## config.mk

```make
export PLATFORM = sky130hd
export DESIGN_NAME = cpba_ctrl
export DESIGN_NICKNAME = d
export VERILOG_FILES = /design/src/design/cpba_pkg.sv /design/src/design/cpba_ctrl.sv
export SDC_FILE = /design/constraint.sdc
export NUM_CORES = 1
export LEC_CHECK = 0
export BUFFER_PORTS_ARGS = -buffer_cell sky130_fd_sc_hd__buf_2
export CORE_ASPECT_RATIO = 1.1
export CORE_MARGIN = 3
export CORE_UTILIZATION = 35
export CTS_BUF_LIST = sky130_fd_sc_hd__clkbuf_16
export CTS_CLUSTER_DIAMETER = 80
export CTS_CLUSTER_SIZE = 14
export DETAILED_ROUTE_END_ITERATION = 7
export GPL_ROUTABILITY_DRIVEN = 0
export GPL_TIMING_DRIVEN = 0
export HOLD_SLACK_MARGIN = 0.12
export PLACE_DENSITY = 0.61
export SYNTH_ARGS = -nofsm -noshare
export SYNTH_HDL_FRONTEND = slang
export SYNTH_SLANG_ARGS = --single-unit
```

## constraint.sdc

```tcl
create_clock -name clk_i -period 1.5 [get_ports clk_i]
set_input_delay 0.3 -clock clk_i [delete_from_list [all_inputs] [get_ports clk_i]]
set_output_delay 0.3 -clock clk_i [all_outputs]
set_load 0.005 [all_outputs]
```

## src/design/cpba_pkg.sv

```systemverilog
// shared types and constants for the contiguous page bitmap allocator
// no dependencies; used by every module of the block
`default_nettype none

package cpba_pkg;

  // map capacity and field widths
  localparam int MAX_PAGES = 4096;
  localparam int PAGE_W    = 12;
  localparam int CNT_W     = 13;

  // usage map memory organization: one row holds WORD_W page bits
  localparam int WORD_W    = 32;
  localparam int BIT_W     = $clog2(WORD_W);
  localparam int MAP_WORDS = (MAX_PAGES + WORD_W - 1) / WORD_W;
  localparam int ROW_W     = $clog2(MAP_WORDS);

  // operation codes of the func field
  localparam logic FUNC_ALLOC = 1'b0;
  localparam logic FUNC_FREE  = 1'b1;

  // input transaction payload
  typedef struct packed {
    logic              func;
    logic [PAGE_W-1:0] head_page;
    logic [CNT_W-1:0]  page_count;
  } in_item_t;

  // result transaction payload
  typedef struct packed {
    logic              ok;
    logic [PAGE_W-1:0] start_page;
    logic [CNT_W-1:0]  free_pages;
  } out_item_t;

  // commands from the controller to the datapath
  typedef struct packed {
    logic load_item;
    logic scan_init;
    logic range_init;
    logic mem_rd;
    logic scan_eval;
    logic mod_wr;
    logic out_load;
  } cmd_t;

  // status from the datapath to the controller
  typedef struct packed {
    logic is_free;
    logic refuse;
    logic scan_found;
    logic scan_last;
    logic range_last;
  } sts_t;

endpackage

`default_nettype wire

```

## src/design/cpba_ctrl.sv

```systemverilog
// controller state machine: sequences check, scan, range update and result
// depends on cpba_pkg; commands cpba_dp through cmd_t and reads sts_t
`default_nettype none

module cpba_ctrl (
  input  wire logic            clk_i,
  input  wire logic            rst_ni,
  input  wire logic            in_valid_i,
  output logic                 in_stall_o,
  output logic                 out_valid_o,
  input  wire logic            out_stall_i,
  input  wire cpba_pkg::sts_t  sts_i,
  output cpba_pkg::cmd_t       cmd_o
);

  typedef enum logic [6:0] {
    ST_IDLE  = 7'b0000001,
    ST_CHECK = 7'b0000010,
    ST_SREAD = 7'b0000100,
    ST_SEVAL = 7'b0001000,
    ST_RREAD = 7'b0010000,
    ST_RMOD  = 7'b0100000,
    ST_DONE  = 7'b1000000
  } state_e;

  state_e state_q, state_d;
  logic   out_valid_q, out_valid_d;

  // next state and commands
  always_comb begin
    state_d = state_q;
    cmd_o   = '0;
    unique case (state_q)
      ST_IDLE: begin
        if (in_valid_i) begin
          cmd_o.load_item = 1'b1;
          state_d         = ST_CHECK;
        end
      end
      ST_CHECK: begin
        if (sts_i.refuse) begin
          state_d = ST_DONE;
        end else if (sts_i.is_free) begin
          cmd_o.range_init = 1'b1;
          state_d          = ST_RREAD;
        end else begin
          cmd_o.scan_init = 1'b1;
          state_d         = ST_SREAD;
        end
      end
      ST_SREAD: begin
        cmd_o.mem_rd = 1'b1;
        state_d      = ST_SEVAL;
      end
      ST_SEVAL: begin
        cmd_o.scan_eval = 1'b1;
        if (sts_i.scan_found) begin
          state_d = ST_RREAD;
        end else if (sts_i.scan_last) begin
          state_d = ST_DONE;
        end else begin
          state_d = ST_SREAD;
        end
      end
      ST_RREAD: begin
        cmd_o.mem_rd = 1'b1;
        state_d      = ST_RMOD;
      end
      ST_RMOD: begin
        cmd_o.mod_wr = 1'b1;
        if (sts_i.range_last) begin
          state_d = ST_DONE;
        end else begin
          state_d = ST_RREAD;
        end
      end
      ST_DONE: begin
        if (!out_valid_q || !out_stall_i) begin
          cmd_o.out_load = 1'b1;
          state_d        = ST_IDLE;
        end
      end
      default: begin
        state_d = ST_IDLE;
      end
    endcase
  end

  // output register valid
  always_comb begin
    out_valid_d = out_valid_q;
    if (cmd_o.out_load) begin
      out_valid_d = 1'b1;
    end else if (out_valid_q && !out_stall_i) begin
      out_valid_d = 1'b0;
    end
  end

  always_ff @(posedge clk_i or negedge rst_ni) begin
    if (!rst_ni) begin
      state_q     <= ST_IDLE;
      out_valid_q <= 1'b0;
    end else begin
      state_q     <= state_d;
      out_valid_q <= out_valid_d;
    end
  end

  assign in_stall_o  = (state_q != ST_IDLE);
  assign out_valid_o = out_valid_q;

endmodule

`default_nettype wire

```

==> results of run 1 <==
-- cell type report --
type                            instances  area [µm²]  share of cell area (%)
Clock buffer                            3        75.1                    8.57
Timing Repair Buffer                   29         195                    22.3
Inverter                                4        15.0                    1.71
Sequential cell                         8         208                    23.7
Multi-Input combinational cell         40         360                    41.1
Clock inverter                          1        3.75                   0.429
Tap cell                               15        18.8                    2.14
-- sequential cells by signal, indices dropped and copies added, names as in the netlist --
name / flops
out_valid_o: 1
state_q: 7
-- cell usage after synthesis, types with 2 or more instances --
| library cell | instances |
|---|---|
| nor4b_1 | 3 |
| nand2_1 | 5 |
| inv_1 | 4 |
| and4_1 | 2 |
| nand3_1 | 2 |
| nand2b_1 | 3 |
| or2b_1 | 2 |
| nor2_1 | 7 |
| dfrtp_1 | 7 |
| o21ai_0 | 2 |
-- cell families (layout without fill, tap and decap cells) --
logic type | Yosys count | after routing
flip-flops | 8 | 8
AO/OA/AOI/OAI | 8 | 8
XOR/XNOR | 1 | 1
AND/OR/NAND/NOR | 31 | 31
buffers and inverters | 5 | 37
-- what timing repair did --
action                     in CTS  in global routing
hold buffers                    1                  0
setup endpoints to repair      10                 12
resized for setup               8                 12
pin swaps                       5                  3
setup buffers                   9                  3
hold endpoints to repair        7                  0
-- stage by stage --
step | hold WS (ns) | util, %
CTS | 0.262 | 62.2
global route | 0.281 | 69.0
finish | 0.278 | 69.0
global placement | 0.151 | 48.8
floorplan | 0.00441 | -
detailed placement | 0.156 | 48.8
-- power breakdown --
part	total [W]	switching, W	internal, W
Combinational	0.000417	0.000177	0.000240
Clock	0.000460	0.000113	0.000348
Sequential	0.000324	0.0000623	0.000262
-- worst min-delay path by stage --
stage / startpoint / end / slack, ns / depth (start not counted)
after CTS: sts_i[1] / state_q[2] / 0.26 / 2
after global routing: sts_i[1] / state_q[2] / 0.28 / 2
after detailed placement: rst_ni / out_valid_o / 0.16 / 1
after global placement: rst_ni / state_q[5] / 0.15 / 1
after floorplan: rst_ni / out_valid_o / 0.004 / 0
final: sts_i[1] / state_q[2] / 0.28 / 2
-- per-layer routing --
metal	track usage (%)	vias up	routed length, µm
li1	-	259	-
met5	0	-	0
met3	3.56	2	74
met2	23.1	16	697
met4	13.0	0	27
met1	16.6	240	570
-- worst max-delay path: cells and delay by family, from the launching register on --
family | cells | cell delay, ns
buf+inv | 1 | 0.11
flops | 1 | 0.43
simple gates | 3 | 0.97
==> metrics.cfg, run 1 <==
[layout]
antenna_cells = 0
area_growth_pct = 73.7
drive_gt1_share_pct = 60.0
nFillCells = 100
final_common_cell = buf_2
final_cells = 100
postLayoutCellArea_um2 = 876
nets = 95
layout_common_cells = buf_2 (16), buf_4 (8)

[global_route]
globalRoute.totalOverflow = 0
grt_max_degree = 9
grt_pass1_vias = 473
antenna_found_initial = 0
grt_first_pass_wirelength_um = 1980
grt_use_total_pct = 14.7

[detailed_routing]
drcViolationCount = 0
vias = 517
firstDrtPassIters = 4
wl_per_cell_um = 13.7
antenna_left = 0
drt_iter0_drc = 11
totalWireLength_um = 1370
vias_per_cell = 5.17

[timing]
skew_ns = 0.00242
rsz0062_at_grt = yes
worst_slew_pin_slew_ns = 0.271
final.setup.tns_ns = -3.29
slew_headroom_pct = 81.8
period_minus_slack_ns = 2.05
max_freq_mhz = 488
hold_viol = 0
layout_setup_ws_ns = -0.550
finalCritPeriodShare_pct = 137
setup_violations = 10
drv_slew = 0

[placement]
placed_area_um2 = 619
io_buffers = 17
post-dp-hpwl_um = 846
dp_slack_ns = -0.378
post-place-cells = 85

[clock_tree]
clkSlewWorstSetupHoldPaths_ns = 0.04
cts_buffers = 3
clock-sinks = 8
cts_tree = yes
clk_path_buf_depth = 2
htreeDepth = 1
cts_root_buffer = clkbuf_16
clkLatencyLatePin_ns = 0.23

[critical_path]
r2r-start = state_q[2]
cp_max_fo = 4
r2r_cells = 4
crit_required_ns = 1.20
end_kind = output pin
cp_cell_sequence = nor4_4 > or4b_4 > nor2_4 > buf_2
startpoint = state_q[2]
cp.arrival_ns = 1.75
worstSetupPathType = flip-flop to output pin
reg2reg_to = state_q[4]
slowest_stage = or4b_4
r2r_slack_ns = -0.18
critPathLaunchType = flip-flop
crit_end = cmd_o[5]
crit_path_max_incr_delay_ns = 0.54

[floorplanning]
die_height_um = 45.8
core.rowCount = 13
dieArea_um2 = 1930
io_pins = 18
coreArea_um2 = 1270
die_width_um = 42.2
initial_utilization_pct = 39.7

[logic_synthesis]
synth-edff-count = 0
ys.flop_type = dfrtp_1
synth_compound_area_share_pct = 13.2
synthArstFlopShare_pct = 100
synthTopCellsByArea = dfrtp_1 (35%), dfstp_2 (5.2%), nor2_1 (5.2%)
synth.avg_cell_area_um2 = 9.51
ys_warn_count = 0
synthMuxAreaShare_pct = 0
yosysUniqueCellTypes = 26
syn_area_um2 = 504
synth_top_cell_by_area = dfrtp_1
synthCells = 53
synth_fp_nets = 62
synth_seq_area_share_pct = 40.0
synth_top_area_share_pct = 34.7
ys_seq_elements = 8
synth_fa_ha_area_share_pct = 0
synth-simple-area-share_pct = 40.7
synth_top_family_by_area = simple AND/OR/NAND/NOR gates
synthXorXnorAreaFrac_pct = 1.74

[power]
total_leakage_power_nw = 0.436
power_density_nw_per_um2 = 1370
power.total_w = 0.00120
vdd_drop_max_v = 0.000926

[hold_path]
hold_class = primary input to flip-flop

[run_status]
violations = setup timing
status = finished with violations

[run]
max_cap_viol_count = 0

No activity file was read; power rests on OpenSTA's default activity.
==> run 2: changes to the inputs <==
--- a/config.mk
+++ b/config.mk
@@ -6,9 +6,11 @@
 export NUM_CORES = 1
 export LEC_CHECK = 0
 export BUFFER_PORTS_ARGS = -buffer_cell sky130_fd_sc_hd__buf_2
+export CELL_PAD_IN_SITES_DETAIL_PLACEMENT = 0
+export CELL_PAD_IN_SITES_GLOBAL_PLACEMENT = 1
 export CORE_ASPECT_RATIO = 1.1
 export CORE_MARGIN = 3
-export CORE_UTILIZATION = 35
+export CORE_UTILIZATION = 30
 export CTS_BUF_LIST = sky130_fd_sc_hd__clkbuf_16
 export CTS_CLUSTER_DIAMETER = 80
 export CTS_CLUSTER_SIZE = 14
@@ -16,7 +18,7 @@
 export GPL_ROUTABILITY_DRIVEN = 0
 export GPL_TIMING_DRIVEN = 0
 export HOLD_SLACK_MARGIN = 0.12
-export PLACE_DENSITY = 0.61
+export PLACE_DENSITY = 0.69
 export SYNTH_ARGS = -nofsm -noshare
 export SYNTH_HDL_FRONTEND = slang
 export SYNTH_SLANG_ARGS = --single-unit
==> metrics.cfg, run 2 (synthesis results as in run 1) <==
[layout]
final_common_cell = buf_2
drive_gt1_share_pct = 62.1
largest_register_ffs = 7
postLayoutCellArea_um2 = 908
regMostFlops = state_q
layout_common_cells = buf_2 (17), buf_4 (7), buf_6 (6)
nets = 97
nFillCells = 123
antenna_cells = 0
fin_util_pct = 61.7
area_growth_pct = 80.1

[floorplanning]
die_height_um = 49
dieArea_um2 = 2210
core.rowCount = 14
die_width_um = 45.1
io_pins = 18
coreArea_um2 = 1470
initial_utilization_pct = 34.3

[detailed_routing]
drt_iter0_drc = 4
wl_per_cell_um = 13.2
firstDrtPassIters = 2
vias = 536
drcViolationCount = 0
antenna_left = 0
totalWireLength_um = 1360
vias_per_cell = 5.20

[global_route]
grt_use_total_pct = 14.4
grt_first_pass_wirelength_um = 2360
use_met1_pct = 19.0
grt_use_met3_pct = 2.58
antenna_found_initial = 0
gr-max-usage-layer = met2
grt_pass1_vias = 524
globalRoute.totalOverflow = 0
groute.layer.met2.usage_pct = 21.0
grt_max_degree = 9

[timing]
slew_headroom_pct = 79.8
rsz0062_at_grt = yes
period_minus_slack_ns = 2.01
layout_setup_ws_ns = -0.511
max_freq_mhz = 497
finalCritPeriodShare_pct = 134
worst_slew_pin_slew_ns = 0.302
drv_slew = 0
skew_ns = 0.00200
hold_viol = 0
setup_violations = 10

[critical_path]
cp_cell_sequence = nor4_4 > or4b_4 > nor2_2 > buf_2
crit_path_max_incr_delay_ns = 0.54
critPathLaunchType = flip-flop
crit_buf_inv = 1
critPathTopFamily = simple AND/OR/NAND/NOR gates
worst-path-stages = 4
end_kind = output pin
worstSetupPathType = flip-flop to output pin
slowest_stage = or4b_4
cp_max_fo = 4
reg2reg_to = state_q[4]
startpoint = state_q[2]
cp.arrival_ns = 1.71
crit_required_ns = 1.20
r2r_slack_ns = -0.47
r2r-start = state_q[2]
r2r_cells = 7

[hold_path]
hold_class = primary input to flip-flop
holdPathStages = 2
min_to = state_q[2]
min_from = sts_i[1]

[clock_tree]
clkLatencyLatePin_ns = 0.23
cts_root_buffer = clkbuf_16
cts_tree = yes
htreeDepth = 1
cts_buffers = 3
clk_path_buf_depth = 2
clkSlewWorstSetupHoldPaths_ns = 0.04
clock-sinks = 8

[power]
vdd_drop_max_v = 0.000593
power_density_nw_per_um2 = 1270
total_leakage_power_nw = 0.442

[placement]
io_buffers = 17
placed_area_um2 = 621
dp_slack_ns = -0.399
post-dp-hpwl_um = 859

[run_status]
status = finished with violations
violations = setup timing

[run]
max_cap_viol_count = 0

run 2: cell count changes in the layout (fill, tap and decap cells not counted):
cell,delta
and4_4,-1
inv_1,-1
and4_1,+1
nand2_2,+1
buf_4,-1
buf_2,+1
o32ai_4,+1
nand2_1,-1
buf_6,+2
o32ai_2,-1
inv_2,+1
run 2: worst reg2reg max path, cell delays in order (launching register included):
cell and delay, ns:
dfrtp_2 0.42, nor4_4 0.31, or4b_4 0.54, buf_4 0.16, buf_6 0.11, buf_6 0.10, buf_6 0.10, o221ai_2 0.14
run 2: final cells by class:
class / instances / area [µm²] / area share, %
well taps: 16 / 20.0 / 2.20
repair buffers: 31 / 215 / 23.7
flip-flops and latches: 8 / 208 / 22.9
clock inverters: 1 / 3.75 / 0.413
inverters: 4 / 15.0 / 1.65
clock buffers: 3 / 75.1 / 8.26
multi-input cells: 40 / 372 / 40.9
run 2: repair_timing:
action,4_1_cts,5_1_grt
hold buffers,1,0
resized for setup,16,10
setup buffers,12,4
endpoints found under the setup margin,10,11
pin swaps,4,5
endpoints found under the hold margin,7,0
run 2: stage by stage:
stage / power (W) / TNS (ns) / cells / hold WS (ns)
after detailed placement: 0.000554 / -1.94 / 86 / 0.154
after global placement: 0.000552 / -1.82 / 86 / 0.156
after global routing: 0.00122 / -3.88 / 103 / 0.312
after CTS: 0.00113 / -3.32 / 101 / 0.278
after floorplan: 0.000462 / -0.481 / 53 / 0.00441
final: 0.00115 / -3.10 / 103 / 0.301
run 2: worst max path at each step:
stage / endpoint / slack (ns)
after floorplan: cmd_o[4] / -0.19
after global placement: cmd_o[5] / -0.41
after detailed placement: cmd_o[4] / -0.40
after CTS: cmd_o[4] / -0.52
after global routing: cmd_o[4] / -0.57
final: cmd_o[4] / -0.51
run 2: power breakdown:
part           internal (W)  leakage [nW]  switching (W)
Clock              0.000347        0.0423       0.000107
Combinational      0.000203         0.301       0.000172
Sequential         0.000262        0.0990      0.0000594
Total              0.000812         0.442       0.000339
run 2: per-layer routing:
layer / routed length, µm / vias to the layer above
met5: 0 / -
met4: 14 / 0
met3: 59 / 2
met2: 677 / 14
met1: 605 / 253
li1: - / 267
==> run 3: changes to the inputs <==
--- a/config.mk
+++ b/config.mk
@@ -9,8 +9,7 @@
 export CELL_PAD_IN_SITES_DETAIL_PLACEMENT = 0
 export CELL_PAD_IN_SITES_GLOBAL_PLACEMENT = 1
 export CORE_ASPECT_RATIO = 1.1
-export CORE_MARGIN = 3
-export CORE_UTILIZATION = 30
+export CORE_UTILIZATION = 34
 export CTS_BUF_LIST = sky130_fd_sc_hd__clkbuf_16
 export CTS_CLUSTER_DIAMETER = 80
 export CTS_CLUSTER_SIZE = 14
@@ -18,7 +17,8 @@
 export GPL_ROUTABILITY_DRIVEN = 0
 export GPL_TIMING_DRIVEN = 0
 export HOLD_SLACK_MARGIN = 0.12
-export PLACE_DENSITY = 0.69
+export PLACE_DENSITY = 0.74
+export SLEW_MARGIN = 25
 export SYNTH_ARGS = -nofsm -noshare
 export SYNTH_HDL_FRONTEND = slang
 export SYNTH_SLANG_ARGS = --single-unit
==> constraint.sdc (replaced) <==
create_clock -name clk_i -period 2 [get_ports clk_i]
set_input_delay 0.4 -clock clk_i [delete_from_list [all_inputs] [get_ports clk_i]]
set_output_delay 0.4 -clock clk_i [all_outputs]
set_load 0.005 [all_outputs]
==> metrics.cfg, run 3 (synthesis results as in run 1) <==
[floorplanning]
die_height_um = 42.4
core.rowCount = 14
io_pins = 18
die_width_um = 38.7
initial_utilization_pct = 36.4
coreArea_um2 = 1380
dieArea_um2 = 1640

[critical_path]
critPathLaunchType = flip-flop
crit_required_ns = 1.60
end_kind = output pin
worstSetupPathType = flip-flop to output pin
slowest_stage = or4b_4
r2r_slack_ns = 0.33
reg2reg_to = state_q[4]
critPathTopFamily = simple AND/OR/NAND/NOR gates
cp.arrival_ns = 1.74
cp_cell_sequence = nor4_4 > or4b_4 > nor2_1 > buf_2
r2r-start = state_q[5]
crit_buf_inv = 1
cp_max_fo = 4
crit_path_max_incr_delay_ns = 0.53
r2r_cells = 4

[global_route]
antenna_found_initial = 0
grt_pass1_vias = 461
grt_max_degree = 9
grt_first_pass_wirelength_um = 1840
grt_use_total_pct = 16.8
globalRoute.totalOverflow = 0

[placement]
io_buffers = 17
dp_slack_ns = -0.0251
post-dp-hpwl_um = 807

[power]
power_density_nw_per_um2 = 1050
p_seq_share_pct = 29.7
vdd_drop_max_v = 0.000453
clock_power_share_pct = 44.6
power.internal_w = 0.000557
p_switching_w = 0.000223
total_leakage_power_nw = 0.386
combPwrFrac_pct = 25.8
switching_share_pct = 28.6

[clock_tree]
clkLatencyLatePin_ns = 0.24
clkSlewWorstSetupHoldPaths_ns = 0.04
cts_root_buffer = clkbuf_16
cts_tree = yes
clock-sinks = 8
cts_buffers = 3
clk_path_buf_depth = 2
htreeDepth = 1

[detailed_routing]
vias_per_cell = 5.17
drcViolationCount = 0
firstDrtPassIters = 4
totalWireLength_um = 1120
antenna_left = 0
drt_iter0_drc = 2
vias = 491
wl_per_cell_um = 11.8

[hold_path]
hold_class = primary input to flip-flop
min_to = state_q[2]
holdPathStages = 2
min_from = sts_i[4]

[timing]
period_minus_slack_ns = 2.14
drv_slew = 0
skew_ns = 0.00519
worst_slew_pin_slew_ns = 0.461
layout_setup_ws_ns = -0.145
setup_violations = 2
finalCritPeriodShare_pct = 107
rsz0062_at_grt = yes
slew_headroom_pct = 68.8
hold_viol = 0
max_freq_mhz = 466

[run_status]
status = finished with violations
violations = setup timing

[layout]
largest_register_ffs = 7
layout_common_cells = buf_2 (17), nor2_1 (7), nand2_1 (5), inv_1 (5), buf_4 (5)
fin_util_pct = 53.6
regMostFlops = state_q
drive_gt1_share_pct = 43.0
final_common_cell = buf_2
nets = 89
area_growth_pct = 47.1
nFillCells = 129
antenna_cells = 0

[run]
max_cap_viol_count = 0

-- run 3: cell count changes in the layout (fill, tap and decap cells not counted), moves of 2 or more --
cell     before  now
buf_6         6    0
buf_4         7    5
dfrtp_1       2    4
dfrtp_2       5    3
nor2_1        5    7
nor4b_1       1    3
nor4b_4       2    0
-- run 3: power by group through the flow --
stage	sequential, W	clock (W)	combinational (W)
after global placement	0.000229	0	0.000180
final	0.000232	0.000348	0.000201
after CTS	0.000231	0.000356	0.000198
after global routing	0.000235	0.000357	0.000226
after detailed placement	0.000231	0	0.000180
after floorplan	0.000221	0	0.000122
-- run 3: what timing repair did --
| item | 4_1_cts | 5_1_grt |
|---|---|---|
| resized for setup | 5 | 0 |
| hold endpoints to repair | 7 | 0 |
| hold buffers | 1 | 0 |
| endpoints found under the setup margin | 5 | 5 |
| pin swaps | 3 | 2 |
| setup buffers | 4 | 1 |
-- run 3: how the worst max path moves through the flow --
stage | from | end | cells past startpoint | slack [ns]
4_1_cts | state_q[3] | cmd_o[4] | 4 | -0.18
3_5_place_dp | state_q[4] | cmd_o[4] | 4 | -0.03
6_report | state_q[5] | cmd_o[4] | 4 | -0.14
5_1_grt | state_q[5] | cmd_o[4] | 4 | -0.20
2_1_floorplan | state_q[4] | cmd_o[4] | 3 | 0.20
3_3_place_gp | state_q[4] | cmd_o[4] | 4 | -0.01
-- run 3: per-stage QoR --
| stage | std cells | TNS [ns] | hold WS [ns] | cell area [µm²] | power (W) |
|---|---|---|---|---|---|
| after floorplan | 53 | 0 | 0.104 | 504 | 0.000344 |
| after global placement | 86 | -0.0252 | 0.254 | 609 | 0.000409 |
| after detailed placement | 86 | -0.0372 | 0.253 | 609 | 0.000411 |
| after CTS | 94 | -0.361 | 0.367 | 734 | 0.000786 |
| after global routing | 95 | -0.569 | 0.390 | 742 | 0.000818 |
| final | 95 | -0.280 | 0.369 | 742 | 0.000780 |
-- run 3: layer usage --
metal,vias up,global-route usage (%),part of all wire [%]
met3,4,3.19,3.1
met4,0,14.5,2.6
met2,15,24.3,45
met1,224,20.4,49
li1,248,-,-
met5,-,0,0
-- run 3: area by class of cell --
cell class,instances,area (µm²),area share [%]
Clock buffer,3,75.1,10.1
Clock inverter,1,3.75,0.506
Inverter,4,15.0,2.02
Multi-Input combinational cell,40,290,39.1
Sequential cell,8,205,27.7
Tap cell,16,20.0,2.70
Timing Repair Buffer,23,133,17.9
-- run 3: worst reg2reg max path: stages (launching register included) --
cell and delay, ns:
dfrtp_2 0.42, nor4_4 0.34, or4b_4 0.53, buf_4 0.16, o221ai_2 0.13
